### src/hw/rtl/tcse_pkg.sv
package tcse_pkg;

  localparam int NumConn = 8;
  localparam int IdxW = $clog2(NumConn);
  localparam int CntW = $clog2(NumConn + 1);

  // register byte addresses
  localparam logic [1:0] AddrHostIp = 2'd0;

  // tcp flag bits
  localparam logic [7:0] FlagFin = 8'h01;
  localparam logic [7:0] FlagSyn = 8'h02;
  localparam logic [7:0] FlagRst = 8'h04;
  localparam logic [7:0] FlagAck = 8'h10;

  localparam logic [15:0] HdrMin = 16'd20;

  typedef enum logic [1:0] {
    REQ_SEG    = 2'd0,
    REQ_OPEN   = 2'd1,
    REQ_LISTEN = 2'd2,
    REQ_BAD    = 2'd3
  } req_t;

  typedef enum logic [2:0] {
    ST_OK       = 3'd0,
    ST_SHORT    = 3'd1,
    ST_BAD_HDR  = 3'd2,
    ST_NO_HNDL  = 3'd3,
    ST_RESET    = 3'd4,
    ST_IGNORED  = 3'd5,
    ST_FULL     = 3'd6
  } status_t;

  typedef enum logic [2:0] {
    CS_CLOSED     = 3'd0,
    CS_LISTEN     = 3'd1,
    CS_SYN_SENT   = 3'd2,
    CS_SYN_RCVD   = 3'd3,
    CS_ESTAB      = 3'd4,
    CS_CLOSE_WAIT = 3'd5,
    CS_LAST_ACK   = 3'd6
  } conn_state_t;

  typedef enum logic [2:0] {
    FSM_IDLE   = 3'd0,
    FSM_SEARCH = 3'd1,
    FSM_EXEC   = 3'd2,
    FSM_OUT1   = 3'd3,
    FSM_OUT2   = 3'd4
  } fsm_t;

  typedef struct packed {
    logic [1:0]  req_type;
    logic [31:0] peer_ip;
    logic [15:0] peer_port;
    logic [15:0] own_port;
    logic [7:0]  seg_flags;
    logic [31:0] seg_seq;
    logic [31:0] seg_ack;
    logic [15:0] seg_length;
    logic [3:0]  hdr_words;
    logic [31:0] new_iss;
  } req_item_t;

  typedef struct packed {
    logic [2:0]  status;
    logic [2:0]  conn_index;
    logic        send_valid;
    logic [7:0]  send_flags;
    logic [31:0] send_seq;
    logic [31:0] send_ack;
    logic [15:0] send_src_port;
    logic [15:0] send_dst_port;
    logic [31:0] send_dst_ip;
    logic [15:0] deliver_len;
    logic        last;
  } res_item_t;

  // controller to datapath
  typedef struct packed {
    logic load;
    logic search;
    logic exec;
    logic out_sel;
  } cmd_t;

  // datapath to controller
  typedef struct packed {
    logic two_res;
  } stat_t;

endpackage

### src/hw/rtl/tcp_connection_state_engine.sv
// channel   dir  handshake             payload
// cfg       in   psel/penable/pready   host address at byte address 0
// s_axis    in   s_axis_tvalid/tready  request item, kind on tuser, 188 data bits
// m_axis    out  m_axis_tvalid/tready  result item, 159 data bits, tlast marks the final one
//
// an item passes through load, table search over all entries, read-modify-write of the
// chosen entry, then one output state per result (one or two), each waiting while the output is stalled.
// the single shared table update path serves every kind of request.
// reset clears every entry to closed and the allocation count; no clearing pass.
// a stalled output holds in its register; the block takes no new item until all
// results of the current one have entered it.
module tcp_connection_state_engine (
  input  logic          clk,
  input  logic          rst,
  input  logic          psel,
  input  logic          penable,
  input  logic          pwrite,
  input  logic [1:0]    paddr,
  input  logic [31:0]   pwdata,
  output logic [31:0]   prdata,
  output logic          pready,
  input  logic          s_axis_tvalid,
  output logic          s_axis_tready,
  // req_type
  input  logic [1:0]    s_axis_tuser,
  // peer_ip, peer_port, own_port, seg_flags, seg_seq, seg_ack,
  // seg_length, hdr_words, new_iss (lowest bit up)
  input  logic [191:0]  s_axis_tdata,
  output logic          m_axis_tvalid,
  input  logic          m_axis_tready,
  // status, conn_index, send_valid, send_flags, send_seq, send_ack, send_src_port,
  // send_dst_port, send_dst_ip, deliver_len (lowest bit up)
  output logic [159:0]  m_axis_tdata,
  output logic          m_axis_tlast
);

  logic [31:0] host_addr;
  tcse_pkg::req_item_t req_in;
  tcse_pkg::res_item_t res;
  tcse_pkg::cmd_t  cmd;
  tcse_pkg::stat_t stat;
  logic in_ready;
  logic res_push;
  logic in_fire;
  logic out_busy;

  // register port
  assign pready = 1'b1;
  assign prdata = (paddr == tcse_pkg::AddrHostIp) ? host_addr : 32'd0;
  always_ff @(posedge clk) begin
    if (rst) begin
      host_addr <= '0;
    end else if (psel && penable && pwrite && paddr == tcse_pkg::AddrHostIp) begin
      host_addr <= pwdata;
    end
  end

  // unpack request
  assign req_in.req_type    = s_axis_tuser;
  assign req_in.peer_ip     = s_axis_tdata[31:0];
  assign req_in.peer_port   = s_axis_tdata[47:32];
  assign req_in.own_port    = s_axis_tdata[63:48];
  assign req_in.seg_flags   = s_axis_tdata[71:64];
  assign req_in.seg_seq     = s_axis_tdata[103:72];
  assign req_in.seg_ack     = s_axis_tdata[135:104];
  assign req_in.seg_length  = s_axis_tdata[151:136];
  assign req_in.hdr_words   = s_axis_tdata[155:152];
  assign req_in.new_iss     = s_axis_tdata[187:156];

  assign s_axis_tready = in_ready;
  assign in_fire = s_axis_tvalid && in_ready;
  assign out_busy = m_axis_tvalid && !m_axis_tready;

  tcse_ctrl u_ctrl (
    .clk(clk), .rst(rst), .in_fire(in_fire), .out_busy(out_busy),
    .stat(stat), .cmd(cmd), .in_ready(in_ready), .res_push(res_push)
  );

  tcse_datapath u_dp (
    .clk(clk), .rst(rst), .host_addr(host_addr), .req_in(req_in),
    .cmd(cmd), .stat(stat), .res(res)
  );

  // output register
  always_ff @(posedge clk) begin
    if (rst) begin
      m_axis_tvalid <= 1'b0;
    end else if (res_push) begin
      m_axis_tvalid <= 1'b1;
    end else if (m_axis_tready) begin
      m_axis_tvalid <= 1'b0;
    end
  end

  always_ff @(posedge clk) begin
    if (res_push) begin
      m_axis_tdata <= {1'b0, res.deliver_len, res.send_dst_ip, res.send_dst_port,
                       res.send_src_port, res.send_ack, res.send_seq, res.send_flags,
                       res.send_valid, res.conn_index, res.status};
      m_axis_tlast <= res.last;
    end
  end

endmodule

### src/hw/rtl/tcse_ctrl.sv
module tcse_ctrl (
  input  logic           clk,
  input  logic           rst,
  input  logic           in_fire,
  input  logic           out_busy,
  input  tcse_pkg::stat_t stat,
  output tcse_pkg::cmd_t cmd,
  output logic           in_ready,
  output logic           res_push
);

  tcse_pkg::fsm_t state;
  tcse_pkg::fsm_t state_next;

  // state register
  always_ff @(posedge clk) begin
    if (rst) begin
      state <= tcse_pkg::FSM_IDLE;
    end else begin
      state <= state_next;
    end
  end

  // next state and commands
  always_comb begin
    state_next = state;
    cmd = '0;
    in_ready = 1'b0;
    res_push = 1'b0;
    case (state)
      tcse_pkg::FSM_IDLE: begin
        in_ready = 1'b1;
        cmd.load = in_fire;
        if (in_fire) state_next = tcse_pkg::FSM_SEARCH;
      end
      tcse_pkg::FSM_SEARCH: begin
        cmd.search = 1'b1;
        state_next = tcse_pkg::FSM_EXEC;
      end
      tcse_pkg::FSM_EXEC: begin
        cmd.exec = 1'b1;
        state_next = tcse_pkg::FSM_OUT1;
      end
      tcse_pkg::FSM_OUT1: begin
        if (!out_busy) begin
          res_push = 1'b1;
          state_next = stat.two_res ? tcse_pkg::FSM_OUT2 : tcse_pkg::FSM_IDLE;
        end
      end
      tcse_pkg::FSM_OUT2: begin
        cmd.out_sel = 1'b1;
        if (!out_busy) begin
          res_push = 1'b1;
          state_next = tcse_pkg::FSM_IDLE;
        end
      end
      default: state_next = tcse_pkg::FSM_IDLE;
    endcase
  end

  assert property (@(posedge clk) disable iff (rst)
    in_fire |=> state == tcse_pkg::FSM_SEARCH)
    else $error("load did not start search");
  assert property (@(posedge clk) disable iff (rst)
    res_push |-> !in_ready)
    else $error("push while idle");
  assert property (@(posedge clk) disable iff (rst)
    state == tcse_pkg::FSM_OUT2 |-> $past(stat.two_res))
    else $error("second result without need");

endmodule

### src/hw/rtl/tcse_datapath.sv
module tcse_datapath (
  input  logic                 clk,
  input  logic                 rst,
  input  logic [31:0]          host_addr,
  input  tcse_pkg::req_item_t  req_in,
  input  tcse_pkg::cmd_t       cmd,
  output tcse_pkg::stat_t      stat,
  output tcse_pkg::res_item_t  res
);

  localparam int N = tcse_pkg::NumConn;
  localparam int IW = tcse_pkg::IdxW;

  // connection table
  logic [2:0]  c_state  [N];
  logic [15:0] c_lport  [N];
  logic [31:0] c_rip    [N];
  logic [15:0] c_rport  [N];
  logic [31:0] c_snxt   [N];
  logic [31:0] c_suna   [N];
  logic [31:0] c_rnxt   [N];
  logic [31:0] c_irs    [N];
  logic [31:0] c_lip    [N];
  logic [tcse_pkg::CntW-1:0] alloc_count;

  tcse_pkg::req_item_t rq;
  logic          found;
  logic [IW-1:0] idx;
  logic          bind_lsn;
  logic          full;
  logic          alloc_new;
  tcse_pkg::res_item_t r0;
  tcse_pkg::res_item_t r1;
  logic          two;

  // search results, combinational
  logic          s_found;
  logic [IW-1:0] s_idx;
  logic          s_bind;
  logic          a_found;
  logic [IW-1:0] a_idx;

  always_comb begin
    s_found = 1'b0;
    s_idx = '0;
    s_bind = 1'b0;
    a_found = 1'b0;
    a_idx = '0;
    for (int i = N - 1; i >= 0; i--) begin
      if (i < int'(alloc_count) && c_state[i] != tcse_pkg::CS_CLOSED &&
          c_lip[i] == host_addr && c_lport[i] == rq.own_port) begin
        if (c_rip[i] == rq.peer_ip && c_rport[i] == rq.peer_port) begin
          s_found = 1'b1; s_idx = IW'(i); s_bind = 1'b0;
        end else if (c_rip[i] == '0 && c_rport[i] == '0) begin
          s_found = 1'b1; s_idx = IW'(i); s_bind = 1'b1;
        end
      end
    end
    for (int i = 0; i < N; i++) begin
      if (i < int'(alloc_count) && c_state[i] == tcse_pkg::CS_CLOSED) begin
        a_found = 1'b1; a_idx = IW'(i);
      end
    end
  end

  // request and search registers
  always_ff @(posedge clk) begin
    if (cmd.load) rq <= req_in;
    if (cmd.search) begin
      if (rq.req_type == tcse_pkg::REQ_SEG) begin
        found <= s_found; idx <= s_idx; bind_lsn <= s_bind;
        full <= 1'b0; alloc_new <= 1'b0;
      end else begin
        found <= 1'b1; bind_lsn <= 1'b0;
        alloc_new <= !a_found;
        full <= !a_found && int'(alloc_count) >= N;
        idx <= a_found ? a_idx : IW'(alloc_count);
      end
    end
  end

  // execute: table update and result build
  logic [2:0]  e_state;
  logic [31:0] e_snxt, e_rnxt, e_rip, e_dlen32;
  logic [15:0] e_rport;
  logic [7:0]  fl;
  logic [17:0] hdr_bytes;
  logic        seg_ok_ack;

  function automatic tcse_pkg::res_item_t mk(input logic [2:0] st, input logic [2:0] ix);
    tcse_pkg::res_item_t r;
    r = '0;
    r.status = st;
    r.conn_index = ix;
    return r;
  endfunction

  function automatic tcse_pkg::res_item_t mks(input logic [2:0] ix, input logic [7:0] f,
      input logic [31:0] sq, input logic [31:0] ak, input logic [15:0] sp,
      input logic [15:0] dp, input logic [31:0] dip, input logic [15:0] dl);
    tcse_pkg::res_item_t r;
    r = '0;
    r.conn_index = ix;
    r.send_valid = 1'b1;
    r.send_flags = f;
    r.send_seq = sq;
    r.send_ack = (f & tcse_pkg::FlagAck) != '0 ? ak : 32'd0;
    r.send_src_port = sp;
    r.send_dst_port = dp;
    r.send_dst_ip = dip;
    r.deliver_len = dl;
    return r;
  endfunction

  assign fl = rq.seg_flags;
  assign hdr_bytes = {12'd0, rq.hdr_words, 2'b00};
  assign e_state = c_state[idx];
  assign e_snxt = c_snxt[idx];
  assign e_rnxt = c_rnxt[idx];
  assign e_rip = bind_lsn ? rq.peer_ip : c_rip[idx];
  assign e_rport = bind_lsn ? rq.peer_port : c_rport[idx];
  assign e_dlen32 = {16'd0, rq.seg_length} - {14'd0, hdr_bytes};
  assign seg_ok_ack = (fl & tcse_pkg::FlagAck) != '0 && rq.seg_ack == e_snxt;

  always_ff @(posedge clk) begin
    tcse_pkg::res_item_t r0_v;
    tcse_pkg::res_item_t r1_v;
    logic two_v;
    if (rst) begin
      for (int i = 0; i < N; i++) c_state[i] <= tcse_pkg::CS_CLOSED;
      alloc_count <= '0;
    end else if (cmd.exec) begin
      r0_v = mk(tcse_pkg::ST_IGNORED, 3'd0);
      r1_v = '0;
      two_v = 1'b0;
      case (rq.req_type)
        tcse_pkg::REQ_OPEN, tcse_pkg::REQ_LISTEN: begin
          if (full) begin
            r0_v = mk(tcse_pkg::ST_FULL, 3'd0);
          end else begin
            if (alloc_new) alloc_count <= alloc_count + 1'b1;
            c_lip[idx] <= host_addr;
            c_lport[idx] <= rq.own_port;
            c_rnxt[idx] <= '0;
            c_irs[idx] <= '0;
            if (rq.req_type == tcse_pkg::REQ_OPEN) begin
              c_rip[idx] <= rq.peer_ip;
              c_rport[idx] <= rq.peer_port;
              c_state[idx] <= tcse_pkg::CS_SYN_SENT;
              c_snxt[idx] <= rq.new_iss + 32'd1;
              c_suna[idx] <= rq.new_iss;
              r0_v = mks(3'(idx), tcse_pkg::FlagSyn, rq.new_iss, 32'd0, rq.own_port,
                         rq.peer_port, rq.peer_ip, 16'd0);
            end else begin
              c_rip[idx] <= '0;
              c_rport[idx] <= '0;
              c_snxt[idx] <= '0;
              c_suna[idx] <= '0;
              c_state[idx] <= tcse_pkg::CS_LISTEN;
              r0_v = mk(tcse_pkg::ST_OK, 3'(idx));
            end
          end
        end
        tcse_pkg::REQ_SEG: begin
          if (rq.seg_length < tcse_pkg::HdrMin) begin
            r0_v = mk(tcse_pkg::ST_SHORT, 3'd0);
          end else if (rq.hdr_words < 4'd5 || hdr_bytes > {2'd0, rq.seg_length}) begin
            r0_v = mk(tcse_pkg::ST_BAD_HDR, 3'd0);
          end else if (!found) begin
            r0_v = mk(tcse_pkg::ST_NO_HNDL, 3'd0);
          end else begin
            if (bind_lsn) begin
              c_rip[idx] <= rq.peer_ip;
              c_rport[idx] <= rq.peer_port;
            end
            r0_v = mk(tcse_pkg::ST_IGNORED, 3'(idx));
            if ((fl & tcse_pkg::FlagRst) != '0) begin
              c_state[idx] <= tcse_pkg::CS_CLOSED;
              r0_v = mk(tcse_pkg::ST_RESET, 3'(idx));
            end else begin
              case (e_state)
                tcse_pkg::CS_LISTEN: begin
                  if ((fl & tcse_pkg::FlagSyn) != '0) begin
                    c_irs[idx] <= rq.seg_seq;
                    c_rnxt[idx] <= rq.seg_seq + 32'd1;
                    c_snxt[idx] <= rq.new_iss + 32'd1;
                    c_state[idx] <= tcse_pkg::CS_SYN_RCVD;
                    r0_v = mks(3'(idx), tcse_pkg::FlagSyn | tcse_pkg::FlagAck, rq.new_iss,
                               rq.seg_seq + 32'd1, c_lport[idx], e_rport, e_rip, 16'd0);
                  end
                end
                tcse_pkg::CS_SYN_SENT: begin
                  if ((fl & tcse_pkg::FlagSyn) != '0 && seg_ok_ack) begin
                    c_state[idx] <= tcse_pkg::CS_ESTAB;
                    c_irs[idx] <= rq.seg_seq;
                    c_rnxt[idx] <= rq.seg_seq + 32'd1;
                    c_suna[idx] <= rq.seg_ack;
                    r0_v = mks(3'(idx), tcse_pkg::FlagAck, e_snxt, rq.seg_seq + 32'd1,
                               c_lport[idx], e_rport, e_rip, 16'd0);
                  end
                end
                tcse_pkg::CS_SYN_RCVD: begin
                  if (seg_ok_ack) begin
                    c_state[idx] <= tcse_pkg::CS_ESTAB;
                    c_suna[idx] <= rq.seg_ack;
                    r0_v = mk(tcse_pkg::ST_OK, 3'(idx));
                  end
                end
                tcse_pkg::CS_ESTAB: begin
                  // payload ack, then fin answer
                  if (e_dlen32 != '0) begin
                    r0_v = mks(3'(idx), tcse_pkg::FlagAck, e_snxt, e_rnxt + e_dlen32,
                               c_lport[idx], e_rport, e_rip, e_dlen32[15:0]);
                    if ((fl & tcse_pkg::FlagFin) != '0) begin
                      two_v = 1'b1;
                      r1_v = mks(3'(idx), tcse_pkg::FlagFin | tcse_pkg::FlagAck, e_snxt,
                                 e_rnxt + e_dlen32 + 32'd1, c_lport[idx], e_rport, e_rip,
                                 16'd0);
                      c_rnxt[idx] <= e_rnxt + e_dlen32 + 32'd1;
                      c_snxt[idx] <= e_snxt + 32'd1;
                      c_state[idx] <= tcse_pkg::CS_LAST_ACK;
                    end else begin
                      c_rnxt[idx] <= e_rnxt + e_dlen32;
                    end
                  end else if ((fl & tcse_pkg::FlagFin) != '0) begin
                    r0_v = mks(3'(idx), tcse_pkg::FlagFin | tcse_pkg::FlagAck, e_snxt,
                               e_rnxt + 32'd1, c_lport[idx], e_rport, e_rip, 16'd0);
                    c_rnxt[idx] <= e_rnxt + 32'd1;
                    c_snxt[idx] <= e_snxt + 32'd1;
                    c_state[idx] <= tcse_pkg::CS_LAST_ACK;
                  end else begin
                    r0_v = mk(tcse_pkg::ST_OK, 3'(idx));
                  end
                end
                tcse_pkg::CS_LAST_ACK: begin
                  if (seg_ok_ack) begin
                    c_state[idx] <= tcse_pkg::CS_CLOSED;
                    r0_v = mk(tcse_pkg::ST_OK, 3'(idx));
                  end
                end
                default: ;
              endcase
            end
          end
        end
        default: r0_v = mk(tcse_pkg::ST_IGNORED, 3'd0);
      endcase
      r0 <= r0_v;
      r1 <= r1_v;
      two <= two_v;
    end
  end

  assign stat.two_res = two;

  // result select with last mark
  always_comb begin
    res = cmd.out_sel ? r1 : r0;
    res.last = cmd.out_sel || !two;
  end

  assert property (@(posedge clk) disable iff (rst)
    int'(alloc_count) <= N)
    else $error("allocation count overflow");
  assert property (@(posedge clk) disable iff (rst)
    cmd.exec |=> (two |-> r0.send_valid && r1.send_valid))
    else $error("second result without first send");
  assert property (@(posedge clk) disable iff (rst)
    cmd.exec && full && (rq.req_type == tcse_pkg::REQ_OPEN ||
                         rq.req_type == tcse_pkg::REQ_LISTEN)
    |=> r0.status == tcse_pkg::ST_FULL)
    else $error("full table not reported");

endmodule

### config.mk
export PLATFORM = sky130hd
export DESIGN_NAME = tcp_connection_state_engine
export DESIGN_NICKNAME = d
export VERILOG_FILES = /design/src/hw/rtl/tcse_pkg.sv /design/src/hw/rtl/tcp_connection_state_engine.sv /design/src/hw/rtl/tcse_ctrl.sv /design/src/hw/rtl/tcse_datapath.sv
export SDC_FILE = /design/constraint.sdc
export NUM_CORES = 2
export LEC_CHECK = 0
export BUFFER_PORTS_ARGS = -buffer_cell sky130_fd_sc_hd__buf_4
export CAP_MARGIN = 20
export CORE_ASPECT_RATIO = 2
export CORE_MARGIN = 4
export CORE_UTILIZATION = 40
export DETAILED_ROUTE_END_ITERATION = 8
export PLACE_DENSITY_LB_ADDON = 0.05
export SYNTH_ARGS = -nofsm -noshare
export SYNTH_HDL_FRONTEND = slang
export SYNTH_SLANG_ARGS = --single-unit
### constraint.sdc
create_clock -name clk -period 13.55 [get_ports clk]
set_clock_uncertainty 0.2 [all_clocks]
set_input_delay 0.6775 -clock clk [delete_from_list [all_inputs] [get_ports clk]]
set_output_delay 0.6775 -clock clk [all_outputs]
set_load 0.02 [all_outputs]
Word level (Yosys, flattened, before mapping)
Memories as Yosys holds them, arrays and structs flattened. A register that Yosys moved wholly into a read port is not among the register bits.
Cells that the tools add are included.

word-level totals
  register bits = 715
  bits in writable memories = 1304
  input port bits = 235
  output and inout port bits = 196
  word-level logic and storage cells = 509
  memories kept = 7

cells by class
  add/subtract/negate cells = 8
  $lt $le $gt $ge = 12
  equal/unequal tests = 47
  mux-type cells = 256
  bitwise gates (word level) = 28
  reductions and logical operators = 107

memories
  memory        depth  bits a word  rd ports  clocked after Yosys merged registers in  wr ports  RTL line             source
  u_dp.c_lip    8      32           8         0                                        1         tcse_datapath.sv:23  logic [31:0] c_lip [N];
  u_dp.c_rip    8      32           9         1                                        1         tcse_datapath.sv:17  logic [31:0] c_rip [N];
  u_dp.c_rnxt   8      32           1         1                                        1         tcse_datapath.sv:21  logic [31:0] c_rnxt [N];
  u_dp.c_snxt   8      32           1         1                                        1         tcse_datapath.sv:19  logic [31:0] c_snxt [N];
  u_dp.c_lport  8      16           9         1                                        1         tcse_datapath.sv:16  logic [15:0] c_lport [N];
  u_dp.c_rport  8      16           9         1                                        1         tcse_datapath.sv:18  logic [15:0] c_rport [N];
  +1 memories   --     --           --        --                                       --        --

operators with widths
  operator                                                     count
  two-way mux 160 bit                                          9
  case mux 160 bit (4 select lines)                            1
  two-way mux 154 bit                                          4
  equality test 32 bit                                         17
  two-way mux 32 bit                                           13
  case mux 160 bit (2 select lines)                            1
  equality test 16 bit                                         16
  zero test 32 bit                                             8
  two-way mux 1 bit                                            172
  adder 32 x 1 -> 32 bit, second input constant                5
  two-way mux 3 bit                                            50
  zero test 16 bit                                             8
  logical AND 1 bit                                            56
  two-way mux 16 bit                                           3
  adder 32 bit                                                 1
  nonzero test 32 bit                                          1
  zero test 3 bit                                              9
  nonzero test 3 bit                                           8
  OR 1 bit                                                     21
  subtractor 16 x 6 -> 17 bit                                  1
  greater-than comparator 6 x 16 -> 1 bit                      1
  less-than comparator 16 x 5 -> 1 bit, second input constant  1
  less-than comparator 3 x 4 -> 1 bit, first input constant    4
  case mux 3 bit (5 select lines)                              1
  25 further kinds                                             47

Longest topological paths before layout
An unclocked memory read counts as a cell.

  depth after elaboration = 29
  mapped depth = 25
  depth with buffers taken out = 20

By module
From an unflattened synthesis, not the netlist that was laid out.

second synthesis, totals
  cell total of the unflattened synthesis = 6390
  area total of the unflattened synthesis = 92895.3 um2

modules (own cells, without submodules)
  module                       instances  cells each  area an instance (um2)  sequential area each (um2)
  tcse_datapath                1          6025        86155.1                 53711.5
  tcp_connection_state_engine  1          345         6566.3                  5465.2
  tcse_ctrl                    1          20          173.9                   60.1

Worst setup path after synthesis
OpenSTA, ideal clock, no wires.

  kind = input to register
  start point = input rst
  end point = memory u_dp.c_rip[7][0], enable pin
  library setup time = 0.453 ns
  arrival = 10.374 ns
  required time = 12.897 ns
  setup slack = 2.522 ns
  cell stages on the path = 5
  buffers on the path = 0
  cell sequence = nor2_1 > nand3b_1 > inv_1 > o21ai_1 > nor2_1

on the way
  longest elaborated chain between the ends = 4
  elaborated cells on any way between the ends = 8
  classes of those cells = mux: 6; bitwise: 2

RTL lines
  what                                         RTL line                                    source
  start: declaration                           tcp_connection_state_engine.sv:14           input logic rst,
  two-way mux 1 bit, on equally long branches  --
  two-way mux 1 bit, on equally long branches  tcse_datapath.sv:147, tcse_datapath.sv:155
  OR 1 bit (no source line)                    --
  OR 1 bit (no source line) *                  --
  end: declaration                             tcse_datapath.sv:17

Every way passes the cells marked *; elsewhere a longest branch is shown, timed or not.

==> flow_metrics.py <==
metrics = {
    "run_status": {
        "status": "completed",
    },
    "timing": {
        "hold_ws_ns": 0.103,
        "hold_viol": 0,
        "fin_tns_setup_ns": 0,
        "worst_pin_slew_ns": 1.26,
        "layout_min_cycle_time_ns": 8.16,
        "drv_slew": 0,
        "setup_viol": 0,
        "rsz0062_at_grt": "false",
        "fin_ws_ns": 5.39,
        "relSlewSlack_pct": 15.2,
        "fin_crit_sh_pct": 60.2,
        "fmax_mhz": 123,
    },
    "route": {
        "wirelength_um": 360000,
        "first_iter_violations": 4876,
        "drt-wirelength-per-cell_um": 35.3,
        "drtAntennaViolNets": 0,
        "drcViolationCount": 0,
        "drt_pass1_iterations": 5,
        "num_vias": 58028,
        "viasPerCell": 5.69,
    },
    "floorplan": {
        "start_util_pct": 40.3,
        "row_count": 246,
        "die_x_um": 345,
        "die_area_um2": 235000,
        "die_h_um": 681,
        "core_area_um2": 225000,
        "io_pins": 431,
    },
    "place": {
        "gp_congestion": 0.999,
        "dp_hpwl_um": 262000,
        "pre_cts_slack_ns": 5.27,
        "numPortBuffers": 415,
        "placedInstanceArea_um2": 97900,
    },
    "synthesis": {
        "synth_top_area_share_pct": 64.2,
        "avgSynthCellArea_um2": 14.2,
        "synth_edf_count": 1939,
        "synth_seq_cells": 1982,
        "yosysWarnings": 0,
        "synthFlopType": "edfxtp_1",
        "synthArstFlopShare_pct": 0,
        "synth.area.top_cells": "edfxtp_1 64%, mux4_2 6.5%, xor2_1 4.9%",
        "synth_top_area_cell": "edfxtp_1",
        "synth_area_um2": 90600,
        "ys_seq_area_share_pct": 65.2,
        "ys_types": 92,
        "synth_cells": 6384,
    },
    "setup_path": {
        "critPathTopFamily": "compound AO/OA/AOI/OAI gates",
        "path_common_cell": "mux2_2",
        "cp-end-kind": "register",
        "max_stage_delay_ns": 0.90,
        "ff2ff_path_depth": 14,
        "path_buf_inv": 1,
        "worst_setup_path_start_kind": "register",
        "crit_cells": 14,
        "crit_path_top_delay_cell": "a221oi_1",
        "crit_path_cell_trace": "buf_12, mux4_2, mux2_2, ha_1, a21oi_1, o21ai_0, a22oi_1, mux2_2, nor4b_1, nand4_1, nor4_2, and3_1, o21ai_1, a221oi_1",
        "path_max_fanout": 71,
        "worstPathRequired_ns": 13.84,
        "crit_arrival_ns": 8.45,
        "worstSetupPathType": "register to register",
    },
    "clocking": {
        "cts_max_level": 4,
        "root_buffer": "clkbuf_16",
        "clock_path_buffers": 4,
        "clkTransAtPathRegs_ns": 0.06,
        "cts.sinks": 1982,
        "cts_tree": "yes",
        "postCtsSetupRepairBufs": 0,
        "clkLatencyLatePin_ns": 0.86,
        "cts_made_buffers": 191,
    },
    "power": {
        "pwr-share-comb_pct": 10.8,
        "p_clk_share_pct": 38.5,
        "p_int_uw": 10300,
        "p_sw_uw": 3500,
        "swShare_pct": 25.4,
        "ir_drop_v": 0.000117,
        "power_density_nw_per_um2": 130,
        "seqPwrFrac_pct": 50.7,
        "power.leakage_uw": 0.0348,
    },
    "layout": {
        "drive_gt1_share_pct": 17.4,
        "syn2layout_area_growth_pct": 17.1,
        "final_common_cell": "edfxtp_1",
        "most-common-layout-cells": "1939 x edfxtp_1, 745 x nand2_1, 592 x buf_4",
        "final_nets": 7354,
        "final_cell_area_um2": 106000,
        "finish.utilization_pct": 47.2,
    },
    "global_routing": {
        "grt_usage_pct": 30.2,
        "grt_pass1_vias": 59064,
        "grt_antenna_before_repair": 25,
        "grt_max_degree": 116,
        "grt_pass1_wl_um": 487000,
        "overflow": 0,
    },
    "run": {
        "cap_viol_max_count": 0,
    },
    "hold_path": {
        "hold_class": "input port to register",
        "min_path_cells": 4,
    },
}
synthesized netlist by cell type (all sizes together) (6+ instances only):
cell type,number
a21oi,167
and3,37
o21a,12
a21boi,16
a31oi,17
a2111oi,7
a21o,16
o22ai,49
o211ai,11
mux2,17
nor3,72
nor4b,6
or3,28
mux4,263
nand4,168
inv,83
a22o,7
o221ai,6
buf,129
xnor2,456
nand3,74
o31ai,7
o2111ai,7
edfxtp,1939
dfxtp,43
mux2i,117
and2,92
xor2,504
a211oi,10
a221oi,20
nand3b,16
clkbuf,200
nand2b,18
ha,45
nor4,262
a22oi,21
nor2,358
o21ai,167
nand2,746
nor2b,72
and4,15
or2,17
sequential cells by signal, indices dropped and copies added, names as in the netlist, named ones only:
signal / cells
u_dp.c_rport: 128
u_ctrl.state: 3
m_axis_tdata: 154
u_dp.c_rnxt: 256
u_dp.r1: 132
u_dp.c_snxt: 256
u_dp.c_state: 24
m_axis_tlast: 1
u_dp.r0: 154
u_dp.c_lip: 256
u_dp.fl: 4
m_axis_tvalid: 1
u_dp.bind_lsn: 1
host_addr: 32
u_dp.c_rip: 256
u_dp.full: 1
u_dp.c_lport: 128
u_dp.hdr_bytes: 4
u_dp.rq: 178
u_dp.alloc_count: 4
u_dp.idx: 3
u_dp.found: 1
u_dp.stat: 1
u_dp.alloc_new: 1
final cells by class:
type | count | area (um2)
well taps | 2976 | 3720
clock inverters | 97 | 895
repair buffers | 819 | 6750
inverters | 83 | 322
diodes | 8 | 20.0
flip-flops and latches | 1982 | 59100
clock buffers | 246 | 5070
multi-input cells | 3995 | 30200
fillers | 19888 | 119000
what timing repair did:
action,in CTS,in global routing
hold endpoints to repair,222,0
gates resized for setup,0,0
hold buffers,219,0
power groups by stage:
stage	registers [uW]	clock network (uW)	logic [uW]
2_1_floorplan	7030	0	889
3_3_place_gp	7100	0	1430
3_5_place_dp	7100	0	1430
4_1_cts	6970	5420	1500
5_1_grt	6970	5640	1570
6_report	6970	5290	1490
kinds of logic after synthesis:
group / after synthesis / share of synthesized area (%)
adders and majority gates: 47 / 0.665
DFF: 1982 / 65.2
xor gates and xnor gates: 960 / 9.28
buffers and inverters: 412 / 1.92
muxes: 397 / 8.15
other: 2 / 0.00829
and+or+nand+nor: 1997 / 10.7
AOI/OAI and AO/OA: 587 / 4.08
metal layers:
layer  vias to the layer above  GRT usage, %  wire, um
li1                      25390             -         -
met1                     29930          34.3    130000
met2                      2084          54.1    186000
met3                       620          3.63     16900
met4                         4          18.0     26600
met5                         -             0        27
worst reg2reg max path: cells and delay by family (launching register included):
kind | cells | cell delay, ns
AOI/OAI and AO/OA | 5 | 2.41
adders and majority gates | 1 | 0.40
buffers and inverters | 1 | 0.57
DFF | 1 | 0.87
muxes | 3 | 1.60
and+or+nand+nor | 4 | 1.76
final timing paths:
check	start	to	slack, ns
setup / recovery	register	u_dp.c_rnxt[7][25]$_DFFE_PP_	5.39
hold / removal	rst	u_ctrl.state[1]$_SDFFE_PP0P_	0.10
setup reg to reg	register	u_dp.c_rnxt[7][25]$_DFFE_PP_	5.39
hold reg to reg	host_addr[15]$_SDFFE_PP0P_	host_addr[15]$_SDFFE_PP0P_	0.26
metrics by stage:
| stage | std cells | power (uW) |
|---|---|---|
| finish | 10206 | 13700 |
| global route | 10199 | 14200 |
| CTS | 10195 | 13900 |
| detailed placement | 9633 | 8530 |
| global placement | 9631 | 8530 |
| floorplan | 6389 | 7920 |
No activity file was read; power rests on OpenSTA's default activity.
